**src/sv/pabrf_pkg.sv**
```systemverilog
// Shared types and constants for the packet-admitting byte ring FIFO.
package pabrf_pkg;

	localparam int RING_BYTES_DEF = 32768;
	localparam int MAX_PACKET_DEF = 1023;

	localparam int CMD_W   = 2;
	localparam int BYTE_W  = 8;
	localparam int LEN_W   = 10;
	localparam int AVAIL_W = 16;
	localparam int CNT32_W = 32;

	localparam int S_TDATA_W = 24;
	localparam int S_TUSER_W = 3;
	localparam int M_TDATA_W = 168;
	localparam int M_TUSER_W = 2;

	typedef enum logic [CMD_W-1:0] {
		CMD_WRITE  = 2'd0,
		CMD_READ   = 2'd1,
		CMD_CLEAR  = 2'd2,
		CMD_STATUS = 2'd3
	} cmd_t;

	typedef struct packed {
		cmd_t              command;
		logic [BYTE_W-1:0] data_byte;
		logic              packet_start;
		logic [LEN_W-1:0]  packet_length;
	} item_t;

	typedef struct packed {
		logic [BYTE_W-1:0]  read_byte;
		logic               read_valid;
		logic               packet_dropped;
		logic [AVAIL_W-1:0] bytes_available;
		logic [CNT32_W-1:0] total_bytes;
		logic [CNT32_W-1:0] total_wraps;
		logic [CNT32_W-1:0] packet_count;
		logic [LEN_W-1:0]   last_packet_size;
		logic [CNT32_W-1:0] dropped_packets;
	} result_t;

	// controller to datapath commands
	typedef struct packed {
		logic capture;
		logic exec;
		logic load;
	} dp_cmd_t;

endpackage

```
**src/sv/pabrf_ctrl.sv**
```systemverilog
// Sequencer for the ring FIFO: accept, execute, load result register.
module pabrf_ctrl
	import pabrf_pkg::*;
(
	input  logic    clk,
	input  logic    arst_n,
	input  logic    s_tvalid,
	output logic    s_tready,
	output logic    m_tvalid,
	input  logic    m_tready,
	output dp_cmd_t dp_cmd
);

	typedef enum logic [2:0] {
		ST_IDLE = 3'b001,
		ST_EXEC = 3'b010,
		ST_DONE = 3'b100
	} state_t;

	state_t st_q;
	state_t st_d;
	logic   ov_q;

	assign s_tready       = (st_q == ST_IDLE) && (!ov_q || m_tready);
	assign m_tvalid       = ov_q;
	assign dp_cmd.capture = s_tvalid && s_tready;
	assign dp_cmd.exec    = (st_q == ST_EXEC);
	assign dp_cmd.load    = (st_q == ST_DONE);

	always_comb begin
		st_d = st_q;
		unique case (st_q)
			ST_IDLE: begin
				if (dp_cmd.capture) begin
					st_d = ST_EXEC;
				end
			end
			ST_EXEC: begin
				st_d = ST_DONE;
			end
			ST_DONE: begin
				st_d = ST_IDLE;
			end
			default: begin
				st_d = ST_IDLE;
			end
		endcase
	end

	always_ff @(posedge clk or negedge arst_n) begin
		if (!arst_n) begin
			st_q <= ST_IDLE;
			ov_q <= 1'b0;
		end else begin
			st_q <= st_d;
			if (dp_cmd.load) begin
				ov_q <= 1'b1;
			end else if (m_tready) begin
				ov_q <= 1'b0;
			end
		end
	end

endmodule

```
**config.mk**
```make
export PLATFORM = sky130hd
export DESIGN_NAME = pabrf_ctrl
export DESIGN_NICKNAME = d
export VERILOG_FILES = /design/src/sv/pabrf_pkg.sv /design/src/sv/pabrf_ctrl.sv
export SDC_FILE = /design/constraint.sdc
export NUM_CORES = 1
export LEC_CHECK = 0
export BUFFER_PORTS_ARGS = -buffer_cell sky130_fd_sc_hd__buf_4
export CAP_MARGIN = 15
export CORE_AREA = 2 2 39 41
export CTS_CLUSTER_SIZE = 16
export DETAILED_ROUTE_END_ITERATION = 6
export DIE_AREA = 0 0 41 43
export GPL_ROUTABILITY_DRIVEN = 0
export SLEW_MARGIN = 20
export SYNTH_ARGS = -nofsm -noshare
export SYNTH_HDL_FRONTEND = slang
export SYNTH_SLANG_ARGS = --single-unit
```
**constraint.sdc**
```tcl
create_clock -name clk -period 1.51 [get_ports clk]
set_clock_uncertainty 0.2 [all_clocks]
set_input_delay 0.2265 -clock clk [delete_from_list [all_inputs] [get_ports clk]]
set_output_delay 0.2265 -clock clk [all_outputs]
set_load 0.1 [all_outputs]
```
# Word level (Yosys, flattened, before mapping)
# Index checks and enable logic that the tools add are counted.
# classes
n_eq_ne	4
n_mux	4
reduce_logical	5
# op_table
operator	count
$pmux 3 s2	1
$eq 3x1->1 const B	1
$eq 3x2->1 const B	1
$eq 3x3->1 const B	1
$mux 3	1
$logic_and 1x1->1	2
$mux 1	2
$ne 2x2->1 const B	1
$reduce_bool 2->1	1
$logic_not 1->1	1
$logic_or 1x1->1	1
# totals
ff_bits	4
inputBits	4
output_inout_bits	5
word_cells	15

# Logic depth before layout (Yosys ltp)
# depth
depth_word	6
depth_mapped	3
ltp_nobuf	2

# Worst setup path before layout
# No wires, ideal clock.
# synth_timing
path_kind	reg2out
startpoint	reg ov_q, in the netlist m_tvalid
endpoint	out dp_cmd[2] (netlist name)
arrival_time_ps	3912
setup_slack_ps	-2829
stages_incl_launch_ff	3
path_cell_list	dfrtp_1 > nor2b_1 > nor4_1
# synth_rtl
element	line_no	text
start: declaration	pabrf_ctrl.sv:22	logic ov_q;
start signal: assignment	pabrf_ctrl.sv:53	ov_q <= 1'b0;
start signal: assignment	pabrf_ctrl.sv:57	ov_q <= 1'b1;
start signal: assignment	pabrf_ctrl.sv:59	ov_q <= 1'b0;
end: declaration	pabrf_ctrl.sv:11	output dp_cmd_t dp_cmd

==> impl_results.md <==
- Status: complete, but fails checks
- Violated checks: negative setup slack
- Yosys reg bits: 4
- # port buffers: 8
- Post-synth top cells: 3 x dfrtp_1, 3 x inv_1, 2 x nor4_1
- Final Slew Violations: 0
- Clock Power Share: 0.138
- Critical Path Slowest Stage Cell: dfrtp_4
- CP cell instances: nor2b_4 > nor4_4 > buf_6
- EDFF count, synth: 0
- Register area: 106 um^2
- Setup Buffers After CTS: 0
- WS Path Type: flop to primary output
- Root Driver: clkbuf_4
- Multi-input combinational cell area: 114 um^2
- CTS Buffer Depth: 2
- Clock Latency Late Sink: 0.24 ns
- Leak pwr: 0.210 nW
- F_max: 0.558 GHz
- Antenna Cells: 0
- DRT Wirelength: roughly 530 um
- Synth Area in Compound Gates: 0.0588
- Vias: approximately 200
- Cell Area, Synth: around 190 um^2
- Slowest stage delay, CP: about 0.46 ns
- Max Cap Viol: 0
- Post-synth top area share: 0.392
- Wirelength per Cell: 10.2 um
- Drt drc: 0
- H-tree depth: 1
- Area grow syn2layout: 139%
- Sequential fraction of the synthesis area: 0.529
- Synth Net Count: 21
- Post-Synth Simple-Gate Area: 0.314
- Startpoint Class: flop
- Top delay family on crit path: flip-flops
- CTS tree: done
- Pwr per Cell Area: roughly 2300 nW/um^2
- Synth area leader: dfrtp_1
- Final Hold Fails: 0
- CTS sink count: 4
- Switching share of total power: 0.489
- Core ar.: 1380 um^2
- Top_reg_cell synth: dfrtp_1
- Setup TNS: -0.851 ns
- Chip height: 43 um
- Mapped Avg Cell Area: 11.3 um^2
- First-pass DRT Iterations: 2
- R2R Setup Slk: ~0.12 ns
- Initial DRC Count: 3
- Final setup viols: 4
- Reg power frac: 0.170
- Vias per cell: 3.75
- Multiplexer share of the synthesized area: 0
- Post-synthesis xor/xnor area fraction: 0
- FFs w/ async S/R, synth: 1.00
- Adder-Cell Fraction of Synth Area: 0
- Maximum fanout along the worst path: 3
- # rows: 14
- Total global-route track usage: 0.0926
- Fraction of layout cells with a size suffix above 1: 0.778
- Clock slew at reported path FFs: 0.04 ns
- Routed Antenna Nets: 0
- Peak supply drop: approximately 760 uV
- GRT overflow: 0
- Worst Max-Slew Pin Slew: 0.272 ns
- HPWL Detailed: 410 um
- Die area: ~1800 um^2
- Slew HR: 0.817
- I/O pin count: 9
- Final net count: 41
- Initial Util: 0.138
- Global-route wire length before repair: 910 um
- Initial antenna violation count: 0
- Layout fillers: 142
- WP data arrival: 1.37 ns
- Final std cells w/o fill: between 50 and 60
- Vias in the first global route: 203
- Critical path data required time: around 1.1 ns
- Worst hold path class: input pin to async pin
- Top post-synthesis cells by area: dfrtp_1 39%, dfstp_2 14%, nor3b_2 6.5%
- Placed Instances: 47
- Horiz. Die Dim: 41 um
- Crit path time final: 1.79 ns
- Final cycle utilization of the critical path: 1.19
- NetSw: 0.525 mW
- Logic pwr share: 0.692
- Int Power: 0.549 mW
- Largest net degree at the start of global routing: 5
- Crit path buf inv count: 1
- Largest family of logic cells by synthesized area: simple AND/OR/NAND/NOR gates
- RSZ-0062 raised after global routing: true
- Syn. warnings: 0
- Worst setup margin: -0.282 ns
- Setup crit end kind: primary output
- Mapped Cells: 17
- CTS buffer count: 3
- Cell variety after synth: 12
state kept, by name (all words and copies together) (netlist names):
register,cells
st_q,3
m_tvalid,1
power by group through the flow:
stage          registers (mW)  clock network, mW  logic, mW
4_1_cts                 0.183              0.156      0.750
3_5_place_dp            0.179                  0      0.641
2_1_floorplan           0.223                  0      0.436
6_report                0.182              0.149      0.743
5_1_grt                 0.186              0.173      0.774
3_3_place_gp            0.176                  0      0.637
timing repair:
action	4_1_cts	5_1_grt
endpoints found under the setup margin	4	4
gates resized for setup	12	0
pin swaps	1	1
cloned	0	0
endpoints found under the hold margin	4	0
hold buffers	1	0
per-layer routing:
metal / global-route usage / share of wire / vias up
met5: 0 / 0 / -
met4: 0.100 / 0.057 / 0
met3: 0.0785 / 0.091 / 4
met2: 0.109 / 0.49 / 8
met1: 0.0877 / 0.36 / 88
li1: - / - / 95
placed cells by master, fill, tap and decap left out:
| master | count |
|---|---|
| dlygate4sd3_1 | 1 |
| dfrtp_4 | 1 |
| inv_2 | 1 |
| buf_4 | 9 |
| clkbuf_1 | 1 |
| nor2b_4 | 1 |
| or3b_4 | 1 |
| or2_1 | 1 |
| nor4_4 | 1 |
| dfrtp_2 | 1 |
| dfrtp_1 | 1 |
| inv_1 | 2 |
| o41a_1 | 1 |
| nor3_4 | 1 |
| nor4_1 | 1 |
| nand2b_2 | 1 |
| dfstp_2 | 1 |
| nor3b_4 | 1 |
| clkbuf_4 | 3 |
| buf_12 | 4 |
| buf_6 | 2 |
kinds of logic (layout without fill, tap and decap cells):
group	after synthesis	in the layout
buffers and inverters	4	23
AO/OA/AOI/OAI	1	1
flip-flops	4	4
AND/OR/NAND/NOR	8	8
worst register-to-register path, cell delays in order (launching register included):
cell      delay (ns)
dfrtp_1         0.40
nand2b_2        0.25
buf_4           0.16
o41a_1          0.30
final cells by class:
cell class | instances | share of cell area
clock buffer | 4 | 0.0574
inverter | 3 | 0.0246
multi-input combinational | 9 | 0.249
sequential | 4 | 0.232
tap | 16 | 0.0437
timing repair buffer | 16 | 0.393
metrics by stage:
stage          hold slack, ns  instance area (um^2)  total power, mW  setup slack (ns)   util
6_report                0.116                   458             1.07            -0.282  0.331
5_1_grt                 0.133                   458             1.13            -0.349  0.331
4_1_cts                 0.109                   458             1.09            -0.302  0.331
3_5_place_dp           -0.173                   374            0.821           -0.0917  0.270
3_3_place_gp           -0.176                   374            0.814           -0.0706  0.270
2_1_floorplan          -0.269                   249            0.658            -0.808      -
path summary, 6_finish.rpt:
path / start / end / cells after the start
setup reg to reg: st_q[1] / st_q[0] / 3
hold / removal: arst_n / m_tvalid / 2
max in group asynchronous: arst_n / st_q[0] / 2
hold reg to reg: st_q[2] / st_q[1] / 2
min in group clk: s_tvalid / st_q[1] / 3
setup / recovery: m_tvalid / dp_cmd[2] / 3
Note: power is estimated with default switching activity, not from simulation.
